File: src/hdl/afla_ram.sv
// ============================================================================
// afla_ram
// Generic simple dual-port RAM, one write and one registered read per cycle.
// ============================================================================
module afla_ram #(
    parameter int WIDTH = 8,
    parameter int DEPTH = 16,
    localparam int AW = (DEPTH > 1) ? $clog2(DEPTH) : 1
) (
    input  logic             i_clk,
    input  logic             i_we,
    input  logic [AW-1:0]    i_waddr,
    input  logic [WIDTH-1:0] i_wdata,
    input  logic [AW-1:0]    i_raddr,
    output logic [WIDTH-1:0] o_rdata
);

    logic [WIDTH-1:0] r_mem [DEPTH];
    logic [WIDTH-1:0] r_rdata;

    always_ff @(posedge i_clk) begin
        if (i_we) begin
            r_mem[i_waddr] <= i_wdata;
        end
        r_rdata <= r_mem[i_raddr];
    end

    assign o_rdata = r_rdata;

endmodule

File: config.mk
export PLATFORM = sky130hd
export DESIGN_NAME = afla_ram
export DESIGN_NICKNAME = d
export VERILOG_FILES = /design/src/hdl/afla_ram.sv
export SDC_FILE = /design/constraint.sdc
export NUM_CORES = 1
export LEC_CHECK = 0
export BUFFER_PORTS_ARGS = -buffer_cell sky130_fd_sc_hd__buf_2
export CORE_MARGIN = 2
export CORE_UTILIZATION = 25
export DETAILED_ROUTE_END_ITERATION = 10
export SETUP_SLACK_MARGIN = 0.15
export SKIP_LAST_GASP = 1
export SYNTH_ARGS = -nofsm -noshare
export SYNTH_HDL_FRONTEND = slang
export SYNTH_SLANG_ARGS = --single-unit
File: constraint.sdc
create_clock -name i_clk -period 2.17 [get_ports i_clk]
set_clock_uncertainty 0.2 [all_clocks]
set_input_delay 0.1085 -clock i_clk [delete_from_list [all_inputs] [get_ports i_clk]]
set_output_delay 0.1085 -clock i_clk [all_outputs]
set_load 0.03 [all_outputs]
==> results of run 1 <==
-- where the power goes --
part	total [W]	switching, W	internal, W
clock network	0.00279	0.000952	0.00184
logic	0.000319	0.000187	0.000131
registers	0.00296	0.0000231	0.00294
-- worst paths after layout --
path | startpoint | to | cells past startpoint
max | r_mem[9][5]$_DFFE_PP_ | o_rdata[5]$_DFF_P_ | 3
min reg2reg | r_mem[15][2]$_DFFE_PP_ | o_rdata[2]$_DFF_P_ | 3
max reg2reg | r_mem[9][5]$_DFFE_PP_ | o_rdata[5]$_DFF_P_ | 3
min | i_waddr[0] | r_mem[0][1]$_DFFE_PP_ | 3
-- through the flow --
stage / cell area [um2] / util / setup WS [ps] / total power [W]
2_1_floorplan: 5150 / - / 369 / 0.00319
3_3_place_gp: 5710 / 0.282 / 350 / 0.00332
3_5_place_dp: 5710 / 0.282 / 360 / 0.00333
4_1_cts: 6370 / 0.315 / 604 / 0.00613
5_1_grt: 6370 / 0.315 / 556 / 0.00626
6_report: 6370 / 0.315 / 636 / 0.00607
-- synthesized netlist by cell type, drive strengths merged --
cell and instances:
a22oi 16, and2 1, and2b 1, buf 7, clkdlybuf4s25 3, dfxtp 8, edfxtp 128, mux4 32
nand2 9, nand2b 2, nand3 1, nand3b 2, nor2 13, nor2b 1, nor3 4, or3b 1
-- cell type report --
cell class | count | area, um2
Clock buffer | 28 | 517
Clock inverter | 3 | 65.1
Fill cell | 1924 | 13900
Multi-Input combinational cell | 83 | 1060
Sequential cell | 136 | 4000
Tap cell | 270 | 338
Timing Repair Buffer | 53 | 393
-- layer usage --
layer	wire [um]	share of wire	track usage	up-vias
met3	554	0.053	0.0312	14
li1	-	-	-	1094
met4	123	0.012	0.0361	0
met5	0	0	0	-
met1	4750	0.46	0.138	1291
met2	4990	0.48	0.162	75
-- state kept, by name, indices dropped and copies added, names as in the netlist --
| signal | flops |
|---|---|
| o_rdata | 8 |
| r_mem | 128 |
-- critical path: stages, from the launching register on --
cell	delay, ps
edfxtp_1	380
mux4_1	520
a22oi_1	250
nand2_1	70
-- cells by family after synthesis --
family | Yosys count | synth area share
buf+inv | 10 | 0.0168
simple gates | 35 | 0.0318
flops | 136 | 0.778
mux | 32 | 0.150
compound gates | 16 | 0.0233
==> flow_metrics.py, run 1 <==
metrics = {
    "outcome": {
        "status": "completed",
    },
    "placement": {
        "io_buffers": 25,
        "dp_cells": 534,
        "place.gp.congestion": 0.698,
        "post-dp-hpwl_um": 6840,
    },
    "layout": {
        "insertedDiodeCount": 0,
        "final_common_cell": "edfxtp_1",
        "final_cell_mix": "edfxtp_1, buf_2, mux4_2",
        "stdcell_count": 573,
        "drive_gt1_frac": 0.294,
        "fin_nets": 309,
        "syn2layout_area_growth_pct": 23.8,
    },
    "floorplan": {
        "die_x_um": 147,
        "coreArea_um2": 20200,
        "rows": 52,
        "fp.dieH_um": 147,
        "die_area_um2": 21800,
        "io-pin-count": 26,
        "start_util": 0.254,
    },
    "sta": {
        "worst_slew_pin_slew_ps": 641,
        "finalSetupViolCount": 0,
        "fmax_mhz": 652,
        "fin_crit_sh": 0.707,
        "rsz0062_at_grt": "false",
        "period_needed_ps": 1530,
        "hold_violations": 0,
        "fin_setup_tns_ps": 0,
        "relSlewSlack": 0.571,
        "hold-worst-slack_ps": 60.5,
        "slew_viol_final": 0,
    },
    "yosys": {
        "synth_top_cell_by_area": "edfxtp_1",
        "synth_area_leaders": "edfxtp_1, mux4_2, mux4_1",
        "synth_nets": 247,
        "seq_area_frac_synth": 0.778,
        "synth.top_cell.area_share": 0.747,
        "syn_avg_cell_area_um2": 22.5,
        "synth.distinct_cells": 19,
        "synthCells": 229,
        "syn_area_um2": 5150,
        "synth_seq_cells": 136,
        "ys_warn_count": 0,
    },
    "clock_network": {
        "cts_resized": 0,
        "postCtsHoldBufs": 8,
        "htreeDepth": 4,
        "clk_pin_slew_worst_paths_ps": 50,
        "cts_tree": "yes",
        "clk_latency_ps": 410,
        "clockRootBuffer": "clkbuf_16",
        "cts_buffers": 17,
        "cts.sinks": 136,
        "post-cts-setup-buffer-count": 0,
        "clockBufferDepth": 2,
    },
    "setup_path": {
        "end_kind": "flip-flop",
        "worstSetupPathType": "reg -> reg",
        "critical_path_arrival_ps": 1630,
        "r2r_setup_slack_ps": 640,
        "crit_fanout": 1,
        "crit_path_start_kind": "flip-flop",
        "required_ps": 2260,
    },
    "run": {
        "cap_violations": 0,
    },
    "detailed_routing": {
        "drt_iter0_markers": 189,
        "routed_wl_um": 10400,
        "dr.pass1.iters": 4,
        "drc": 0,
        "dr_total_vias": 2474,
        "via_per_inst": 4.32,
        "detail_route.wl_per_cell_um": 18.2,
        "ant_nets": 0,
    },
    "pwr": {
        "power_density_nw_per_um2": 952,
        "leakage_nw": 2.13,
        "ir_worst_vdd_mv": 0.502,
    },
    "global_routing": {
        "grt_max_degree": 33,
        "grt_usage": 0.104,
        "grt_pass1_wl_um": 16100,
        "overflow": 0,
        "antenna_found_initial": 0,
        "grt_pass1_vias": 2676,
    },
    "worst_hold_path": {
        "hp-class": "in -> reg",
    },
}
(Power assumes the default switching activity.)
==> run 2, diff against run 1 <==
==> constraint.sdc (replaced) <==
create_clock -name i_clk -period 1.6 [get_ports i_clk]
set_clock_uncertainty 0.2 [all_clocks]
set_input_delay 0.08 -clock i_clk [delete_from_list [all_inputs] [get_ports i_clk]]
set_output_delay 0.08 -clock i_clk [all_outputs]
set_load 0.03 [all_outputs]
==> run 2 against run 1 <==
  * Via count up 0.69%
  * Utilization increased by 0.71 points
  * Total power grew 44%
  * Flip-flop and latch count unchanged
  * Critical endpoint is now o_rdata[1]$_DFF_P_
  * Global-route usage about the same
  * Combinational power rose by 50%
  * Largest cell class unchanged
==> flow_metrics.py, run 2 (synthesis results as in run 1) <==
metrics = {
    "floorplan": {
        "coreArea_um2": 20200,
        "die_x_um": 147,
        "io-pin-count": 26,
        "start_util": 0.254,
        "die_area_um2": 21800,
        "fp.dieH_um": 147,
        "rows": 52,
    },
    "layout": {
        "syn2layout_area_growth_pct": 26.6,
        "fin_nets": 315,
        "drive_gt1_frac": 0.401,
        "final_cell_mix": "edfxtp_1, mux4_2, buf_2",
        "largest_reg_flops": 128,
        "insertedDiodeCount": 0,
        "ff_latch_area_um2": 4000,
        "multi_input_area_um2": 1090,
        "num-fill-cells": 1908,
        "max_flop_register": "r_mem",
        "final_common_cell": "edfxtp_1",
    },
    "pwr": {
        "pwr-share-clk": 0.485,
        "leakage_nw": 2.14,
        "ir_worst_vdd_mv": 0.766,
        "combinationalPowerShare": 0.055,
        "switching_share": 0.190,
        "power_density_nw_per_um2": 1340,
        "p_int_w": 0.00707,
        "p_sw_w": 0.00165,
        "p_total_w": 0.00872,
        "seqPwrFrac": 0.461,
    },
    "worst_hold_path": {
        "holdPathEnd": "r_mem[4][1]$_DFFE_PP_",
        "hp-class": "in -> reg",
        "hold_path.startpoint": "i_waddr[0]",
        "hold_path_depth": 3,
    },
    "global_routing": {
        "grt_max_degree": 28,
        "grt_usage": 0.104,
        "grt_pass1_vias": 2717,
        "antenna_found_initial": 0,
        "overflow": 0,
        "grt_pass1_wl_um": 16200,
    },
    "clock_network": {
        "clk_latency_ps": 410,
        "cts_buffers": 17,
        "clockRootBuffer": "clkbuf_16",
        "cts_tree": "yes",
        "htreeDepth": 4,
        "clockBufferDepth": 2,
        "clk_pin_slew_worst_paths_ps": 60,
        "post-cts-setup-buffer-count": 0,
        "cts.sinks": 136,
    },
    "setup_path": {
        "crit_fanout": 1,
        "crit_path_start_kind": "flip-flop",
        "r2r_setup_slack_ps": 150,
        "crit_chain": "mux4_2 -> a22oi_2 -> nand2_1",
        "required_ps": 1690,
        "reg2reg_depth": 3,
        "crit_buf_inv": 0,
        "worstSetupPathType": "reg -> reg",
        "cpPeakStageDelay_ps": 480,
        "critical_path_arrival_ps": 1540,
        "cp_slowest_cell": "mux4_2",
        "end_kind": "flip-flop",
        "crit_family": "multiplexers",
        "cp-startpoint": "r_mem[8][1]$_DFFE_PP_",
        "r2r-start": "r_mem[8][1]$_DFFE_PP_",
        "reg2reg_to": "o_rdata[1]$_DFF_P_",
    },
    "sta": {
        "worst_slew_pin_slew_ps": 1070,
        "hold_violations": 0,
        "finalSetupViolCount": 0,
        "fin_crit_sh": 0.908,
        "period_needed_ps": 1450,
        "relSlewSlack": 0.285,
        "rsz0062_at_grt": "true",
        "fin_setup_tns_ps": 0,
        "fmax_mhz": 688,
        "slew_viol_final": 0,
    },
    "outcome": {
        "status": "completed",
    },
    "detailed_routing": {
        "drc": 0,
        "dr_total_vias": 2491,
        "via_per_inst": 4.32,
        "detail_route.wl_per_cell_um": 18.3,
        "drt_iter0_markers": 203,
        "routed_wl_um": 10600,
        "ant_nets": 0,
        "dr.pass1.iters": 4,
    },
    "placement": {
        "place.gp.congestion": 0.700,
        "io_buffers": 25,
        "post-dp-hpwl_um": 6780,
    },
    "run": {
        "cap_violations": 0,
    },
}
run 2: cell count changes in the layout (fill, tap and decap cells not counted), sizes merged:
cell and delta:
clkinv +4, buf +5, bufinv +4, dlygate4sd3 +1, clkbuf -10
run 2: worst max path at each step:
stage | cells past startpoint | to | slack, ps
finish | 3 | o_rdata[1]$_DFF_P_ | 150
global route | 3 | o_rdata[1]$_DFF_P_ | 120
CTS | 3 | o_rdata[2]$_DFF_P_ | 140
detailed placement | 6 | o_rdata[1]$_DFF_P_ | -100
global placement | 6 | o_rdata[1]$_DFF_P_ | -90
floorplan | 2 | r_mem[3][0]$_DFFE_PP_ | 50
run 2: per-layer routing:
metal | share of wire | track usage | wire length, um
met1 | 0.47 | 0.143 | 4980
met2 | 0.47 | 0.154 | 4950
met3 | 0.052 | 0.0414 | 549
met4 | 0.0075 | 0.0288 | 79
met5 | 0 | 0 | 0
run 2: area by class of cell:
type,instances,area share
Clock buffer,18,0.0658
Clock inverter,11,0.0315
Timing Repair Buffer,59,0.0695
Sequential cell,136,0.614
Tap cell,270,0.0518
Multi-Input combinational cell,83,0.167
run 2: power by group through the flow:
stage	combinational, W	sequential [W]	clock, W
final	0.000478	0.00402	0.00423
after global routing	0.000517	0.00402	0.00445
after CTS	0.000477	0.00402	0.00427
after detailed placement	0.000440	0.00409	0
after global placement	0.000427	0.00409	0
after floorplan	0.000203	0.00412	0
run 2: worst min-delay path, delay by kind of cell:
family | cells | cell delay, ps
buffers and inverters | 2 | 340
and+or+nand+nor | 1 | 60
run 2: stage by stage:
| stage | utilization | instances | area [um2] | worst slack, ps | hold slack [ps] |
|---|---|---|---|---|---|
| final | 0.322 | 577 | 6520 | 147 | 44.4 |
| after global routing | 0.322 | 577 | 6520 | 116 | 41.2 |
| after CTS | 0.321 | 577 | 6500 | 143 | 40.2 |
| after detailed placement | 0.285 | 539 | 5780 | -97.8 | 277 |
| after global placement | 0.285 | 539 | 5780 | -90.0 | 264 |
| after floorplan | - | 229 | 5160 | 53.9 | -21.1 |
run 2: timing repair:
action / 4_1_cts / 5_1_grt
hold buffers: 9 / 0
hold endpoints to repair: 129 / 0
pin swaps: 5 / 8
resized for setup: 17 / 9
endpoints found under the setup margin: 7 / 8
