## src/hdl/afla_pkg.sv

```systemverilog
// ============================================================================
// afla_pkg
// Types and constants shared by the free-list allocator modules.
// ============================================================================
package afla_pkg;

    localparam int IDX_W    = 10;
    localparam int CMD_W    = 2;
    localparam int STAT_W   = 2;
    localparam int CFG_W    = 11;
    localparam int CFG_RESET = 1024;

    localparam logic [CMD_W-1:0] CMD_ALLOC     = 2'd0;
    localparam logic [CMD_W-1:0] CMD_FREE_NODE = 2'd1;
    localparam logic [CMD_W-1:0] CMD_FREE_LIST = 2'd2;
    localparam logic [CMD_W-1:0] CMD_REINIT    = 2'd3;

    localparam logic [STAT_W-1:0] ST_OK    = 2'd0;
    localparam logic [STAT_W-1:0] ST_EMPTY = 2'd1;
    localparam logic [STAT_W-1:0] ST_RANGE = 2'd2;

    typedef struct packed {
        logic [CMD_W-1:0] command;
        logic [IDX_W-1:0] node_index;
        logic [IDX_W-1:0] tail_index;
    } t_in_word;

    typedef struct packed {
        logic [IDX_W-1:0]  granted_index;
        logic [STAT_W-1:0] status;
        logic              pool_empty;
    } t_out_word;

endpackage

```

## src/hdl/afla_ctrl.sv

```systemverilog
// ============================================================================
// afla_ctrl
// Command sequencer: head pointer, chain build sweep and result register.
// ============================================================================
module afla_ctrl import afla_pkg::*; #(
    parameter int POOL_DEPTH = 1024,
    localparam int AW = $clog2(POOL_DEPTH),
    localparam int CW = (AW + 1 > CFG_W) ? AW + 1 : CFG_W
) (
    input  logic          i_clk,
    input  logic          i_rst_n,
    input  logic [CW-1:0] i_cap,
    input  logic          i_in_valid,
    output logic          o_in_ready,
    input  t_in_word      i_in_word,
    output logic          o_out_valid,
    input  logic          i_out_ready,
    output t_out_word     o_out_word,
    output logic          o_mem_we,
    output logic [AW-1:0] o_mem_waddr,
    output logic [AW:0]   o_mem_wdata,
    output logic [AW-1:0] o_mem_raddr,
    input  logic [AW:0]   i_mem_rdata
);

    localparam logic [1:0] S_IDLE  = 2'd0;
    localparam logic [1:0] S_ALLOC = 2'd1;
    localparam logic [1:0] S_BUILD = 2'd2;

    localparam int RST_CAP = (CFG_RESET > POOL_DEPTH) ? POOL_DEPTH : CFG_RESET;

    logic [1:0]    r_state, n_state;
    logic [AW-1:0] r_head, n_head;
    logic          r_empty, n_empty;
    logic [AW-1:0] r_ptr, n_ptr;
    logic [CW-1:0] r_bcap, n_bcap;
    logic          r_out_valid, n_out_valid;
    t_out_word     r_out_word, n_out_word;

    logic          w_accept;
    logic          w_node_bad;
    logic          w_tail_bad;
    logic          w_last;
    logic [CW-1:0] w_ptr_ext;

    assign o_in_ready = (r_state == S_IDLE) && (!r_out_valid || i_out_ready);
    assign w_accept   = i_in_valid && o_in_ready;
    assign w_node_bad = CW'(i_in_word.node_index) >= i_cap;
    assign w_tail_bad = CW'(i_in_word.tail_index) >= i_cap;
    assign w_ptr_ext  = CW'(r_ptr);
    assign w_last     = (r_ptr == AW'(POOL_DEPTH - 1));

    always_comb begin
        n_state     = r_state;
        n_head      = r_head;
        n_empty     = r_empty;
        n_ptr       = r_ptr;
        n_bcap      = r_bcap;
        n_out_valid = r_out_valid && !i_out_ready;
        n_out_word  = r_out_word;
        o_mem_we    = 1'b0;
        o_mem_waddr = '0;
        o_mem_wdata = '0;
        o_mem_raddr = r_head;
        case (r_state)
            S_IDLE: begin
                if (w_accept) begin
                    n_out_word.granted_index = '0;
                    n_out_word.status        = ST_OK;
                    n_out_word.pool_empty    = r_empty;
                    case (i_in_word.command)
                        CMD_ALLOC: begin
                            if (r_empty) begin
                                n_out_word.status = ST_EMPTY;
                                n_out_valid       = 1'b1;
                            end else begin
                                n_state = S_ALLOC;
                            end
                        end
                        CMD_FREE_NODE: begin
                            n_out_valid = 1'b1;
                            if (w_node_bad) begin
                                n_out_word.status = ST_RANGE;
                            end else begin
                                o_mem_we    = 1'b1;
                                o_mem_waddr = AW'(i_in_word.node_index);
                                o_mem_wdata = {r_empty, r_head};
                                n_head      = AW'(i_in_word.node_index);
                                n_empty     = 1'b0;
                                n_out_word.pool_empty = 1'b0;
                            end
                        end
                        CMD_FREE_LIST: begin
                            n_out_valid = 1'b1;
                            if (w_node_bad || w_tail_bad) begin
                                n_out_word.status = ST_RANGE;
                            end else begin
                                o_mem_we    = 1'b1;
                                o_mem_waddr = AW'(i_in_word.tail_index);
                                o_mem_wdata = {r_empty, r_head};
                                n_head      = AW'(i_in_word.node_index);
                                n_empty     = 1'b0;
                                n_out_word.pool_empty = 1'b0;
                            end
                        end
                        default: begin
                            n_out_valid = 1'b1;
                            n_head      = '0;
                            n_empty     = 1'b0;
                            n_ptr       = '0;
                            n_bcap      = i_cap;
                            n_state     = S_BUILD;
                            n_out_word.pool_empty = 1'b0;
                        end
                    endcase
                end
            end
            S_ALLOC: begin
                n_out_valid              = 1'b1;
                n_out_word.granted_index = IDX_W'(r_head);
                n_out_word.status        = ST_OK;
                n_out_word.pool_empty    = i_mem_rdata[AW];
                if (i_mem_rdata[AW]) begin
                    n_empty = 1'b1;
                    n_head  = '0;
                end else begin
                    n_head = i_mem_rdata[AW-1:0];
                end
                n_state = S_IDLE;
            end
            S_BUILD: begin
                o_mem_we    = 1'b1;
                o_mem_waddr = r_ptr;
                o_mem_wdata = {(w_ptr_ext >= r_bcap - 1'b1),
                               (w_last ? AW'(0) : r_ptr + 1'b1)};
                if (w_last) begin
                    n_state = S_IDLE;
                end else begin
                    n_ptr = r_ptr + 1'b1;
                end
            end
            default: begin
                n_state = S_IDLE;
            end
        endcase
    end

    always_ff @(posedge i_clk) begin
        if (!i_rst_n) begin
            r_state     <= S_BUILD;
            r_head      <= '0;
            r_empty     <= 1'b0;
            r_ptr       <= '0;
            r_bcap      <= CW'(RST_CAP);
            r_out_valid <= 1'b0;
        end else begin
            r_state     <= n_state;
            r_head      <= n_head;
            r_empty     <= n_empty;
            r_ptr       <= n_ptr;
            r_bcap      <= n_bcap;
            r_out_valid <= n_out_valid;
        end
        r_out_word <= n_out_word;
    end

    assign o_out_valid = r_out_valid;
    assign o_out_word  = r_out_word;

endmodule

```

## config.mk

```make
export PLATFORM = sky130hd
export DESIGN_NAME = afla_ctrl
export DESIGN_NICKNAME = d
export VERILOG_FILES = /design/src/hdl/afla_pkg.sv /design/src/hdl/afla_ctrl.sv
export SDC_FILE = /design/constraint.sdc
export NUM_CORES = 1
export LEC_CHECK = 0
export ABC_CLOCK_PERIOD_IN_PS = 3500
export BUFFER_PORTS_ARGS = -buffer_cell sky130_fd_sc_hd__clkbuf_2
export CORE_MARGIN = 2
export CORE_UTILIZATION = 40
export CTS_BUF_LIST = sky130_fd_sc_hd__clkbuf_8 sky130_fd_sc_hd__clkbuf_16
export DETAILED_ROUTE_END_ITERATION = 16
export GPL_TIMING_DRIVEN = 0
export PLACE_DENSITY_LB_ADDON = 0.2
export REMOVE_ABC_BUFFERS = 1
export SLEW_MARGIN = 20
export SYNTH_ARGS = -nofsm -noshare
export SYNTH_HDL_FRONTEND = slang
export SYNTH_SLANG_ARGS = --single-unit
export TNS_END_PERCENT = 100
```

## constraint.sdc

```tcl
create_clock -name i_clk -period 3.5 [get_ports i_clk]
set_input_delay 0.525 -clock i_clk [delete_from_list [all_inputs] [get_ports i_clk]]
set_output_delay 0.525 -clock i_clk [all_outputs]
set_load 0.02 [all_outputs]
```

==> results.toml <==
[placement]
placed_cells = 611
io_buffer_count = 94
gp_congestion = 0.8546
worst_setup_slack_post_dpl_ns = 0.1259
detailed_place_hpwl_mm = 8.353

[synth]
synth_edf_count = 13
synth.area.top_cells = "sky130_fd_sc_hd__dfxtp_1, sky130_fd_sc_hd__ha_1, sky130_fd_sc_hd__edfxtp_1"
synth_largest_type_area_fraction_pct = 18.70
simple_gate_share_of_the_synthesized_area_pct = 26.72
number_of_distinct_library_cells_after_synthesis = 58
post-synth-top-area-cell = "sky130_fd_sc_hd__dfxtp_1"
post_synth.cell_area_avg_um2 = 8.773
syn_area_mm2 = 0.003746
post_synth_inst_count = 427
ys_warnings = 0
yosys_register_bits = 48
synth_top_flop_cell = "sky130_fd_sc_hd__dfxtp_1"
synth_seq_area_share_pct = 29.12
synth_compound_gate_area_share_pct = 22.78
synth_top_family_by_area = "simple AND/OR/NAND/NOR gates"
synth_fa_ha_area_share_pct = 12.02
synth_async_sr_flop_share_pct = 0
synth.area.mux_share_pct = 0.5344
synth_xor_xnor_area_share_pct = 3.975

[detailed_routing]
antenna_left = 0
detail_route.wl_per_cell_um = 17.23
vias_per_cell = 5.591
drc_errors = 0
wl_mm = 10.67
dr_total_vias = 3461
drt-initial-drc-count = 167
detail_route.first_pass.iterations = 4

[pwr]
power.density_mw_per_mm2 = 271.6
ir_drop_v = 0.0002065
leakagePower_uw = 0.001960
sw_frac_of_total_pct = 27.40
p_comb_share_pct = 16.1
cell_internal_pwr_uw = 864.8
clockPowerShare_pct = 35.5
power.share.sequential_pct = 48.3
power.net_switching_uw = 326.4

[global_route]
grt_util_all_layers_pct = 21.57
grt_pass1_vias = 3341
grt.overflow.total = 0
grt_start_max_net_pins = 36
antenna_violations_before_repair = 0
grt_pass1_wl_mm = 17.06

[floorplan]
die_area_mm2 = 0.01016
initial_utilization_pct = 40.93
floorplan.rows = 35
pin_count = 95
core-area_mm2 = 0.009153
die_w_um = 100.8
die_h_um = 100.8

[finish]
layout.cells.non_filler = 619
final_nets = 591
final_core_util_pct = 47.92
fill_cells = 900
mostFrequentLayoutCell = "sky130_fd_sc_hd__clkbuf_2"
most-common-layout-cells = "sky130_fd_sc_hd__clkbuf_2, sky130_fd_sc_hd__nor2_1, sky130_fd_sc_hd__ha_1, sky130_fd_sc_hd__dfxtp_1, sky130_fd_sc_hd__and2_1"
layout-drive-gt1-share_pct = 24.80
count_of_inserted_antenna_diode_cells = 0
synthToLayoutAreaGrowth_pct = 17.07

[cts]
cts.htree.levels = 2
worst_skew_pair.late_latency_ns = 0.31
clock_tree_buf_depth = 2
cts.hold.buffers_added = 0
tritoncts = "built"
cts.root.buffer_cell = "sky130_fd_sc_hd__clkbuf_8"
clkTransAtPathRegs_ns = 0.10
clock_sink_count = 48
cts_inserted_buffers = 5

[setup_path]
cp_endpoint_kind = "output pin"
cp_launch_type = "flip-flop"
criticalPathCategory = "flip-flop to output pin"
timing.critical_path.required_ns = 2.97
critPathArrivalTime_ns = 2.83
crit_path_max_fanout = 5
setup.reg_to_reg.worst_slack_ns = 1.02

[sta]
grt_setup_unrepaired = "false"
fmax_mhz = 298.0
postLayoutSetupSlackWorst_ns = 0.1442
setup_violations = 0
setup_tns_ns = 0
timing.max_slew.rel_slack_pct = 34.29
final.period_utilization_pct = 95.88
fin_worst_hold_slack_ns = 0.5191
clock_skew_ns = 0.008359
final.min_clock_period_ns = 3.356
worst_max_slew_pin_slew_ns = 0.9829
final-hold-violation-count = 0
maxSlewViolCount = 0

[run_status]
outcome = "finished, final reports clean"

[min_path]
hold_crit_path_type = "flip-flop to flip-flop"

[run]
drv_cap = 0
[timing repair]
action,4_1_cts,5_1_grt
resized for setup,0,1
endpoints found under the hold margin,0,0
setup buffers,0,0
setup endpoints to repair,0,1
[power by group through the flow]
| stage | combinational (µW) | sequential (µW) | clock (µW) |
|---|---|---|---|
| floorplan | 114 | 586 | 0 |
| global placement | 187 | 589 | 0 |
| detailed placement | 191 | 588 | 0 |
| CTS | 192 | 576 | 433 |
| global route | 215 | 577 | 450 |
| finish | 192 | 576 | 423 |
[area by class of cell]
class	count	area, µm²	area share, %
Sequential cell	48	1091	24.88
Tap cell	111	138.9	3.167
Timing Repair Buffer	95	485.5	11.07
Clock buffer	5	68.82	1.569
Inverter	19	71.32	1.626
Multi-Input combinational cell	338	2484	56.63
Clock inverter	3	46.29	1.056
[critical path, stage by stage, from the launching register on]
cell                        delay (ns)
sky130_fd_sc_hd__dfxtp_1          0.37
sky130_fd_sc_hd__or3_1            0.40
sky130_fd_sc_hd__or3b_1           0.46
sky130_fd_sc_hd__xor2_1           0.17
sky130_fd_sc_hd__ha_1             0.32
sky130_fd_sc_hd__nand4_1          0.09
sky130_fd_sc_hd__o211ai_1         0.22
sky130_fd_sc_hd__a31oi_1          0.12
sky130_fd_sc_hd__o2bb2ai_1        0.17
sky130_fd_sc_hd__clkbuf_2         0.19
[routing by layer]
layer  track usage (%)  part of all wire (%)  vias up
li1                  -                     -     1711
met1             28.92                    45     1628
met2             36.10                    47      114
met3             3.537                   7.4        8
met4             5.374                   1.1        0
met5                 0                     0        -
[cells in the mapped netlist, drive strengths merged (6+ instances only)]
cell type   n
a21o        8
nor2b      24
clkbuf     16
nand3      17
a22o        8
a21oi      24
edfxtp     13
o21ai      14
ha         36
buf         6
nor3        7
nor2       41
a221o      10
dfxtp      35
a21boi     10
inv        19
nand2b     10
a22oi      11
and2       33
nand4       6
o221ai     10
xnor2      12
nand2      16
[per-stage QoR]
stage                     total power, µW  instance area (µm²)
final                                1191                 4385
after global routing                 1242                 4385
after CTS                            1201                 4380
after detailed placement            779.5                 4265
after global placement              775.5                 4245
after floorplan                     699.8                 3636
[path summary, 6_finish.rpt]
path         startpoint         endpoint  depth (start not counted)
max reg2reg  r_state[0]         r_ptr[7]                          6
min reg2reg  r_bcap[10]       r_bcap[10]                          2
min          r_bcap[10]       r_bcap[10]                          2
max           r_bcap[2]  o_mem_wdata[10]                          9
[cell families after synthesis]
logic type	count (synthesis)
XOR/XNOR	17
AO/OA/AOI/OAI	110
multiplexers	2
buffers and inverters	41
flip-flops	48
adder cells (fa/ha/maj)	36
AND/OR/NAND/NOR	173
[flip-flops by register name (all words and copies together), names as in the netlist]
| register | cells |
|---|---|
| o_mem_raddr | 10 |
| o_out_valid | 1 |
| o_out_word | 13 |
| r_bcap | 11 |
| r_empty | 1 |
| r_ptr | 10 |
| r_state | 2 |
Power figures use the tool's default switching activity.
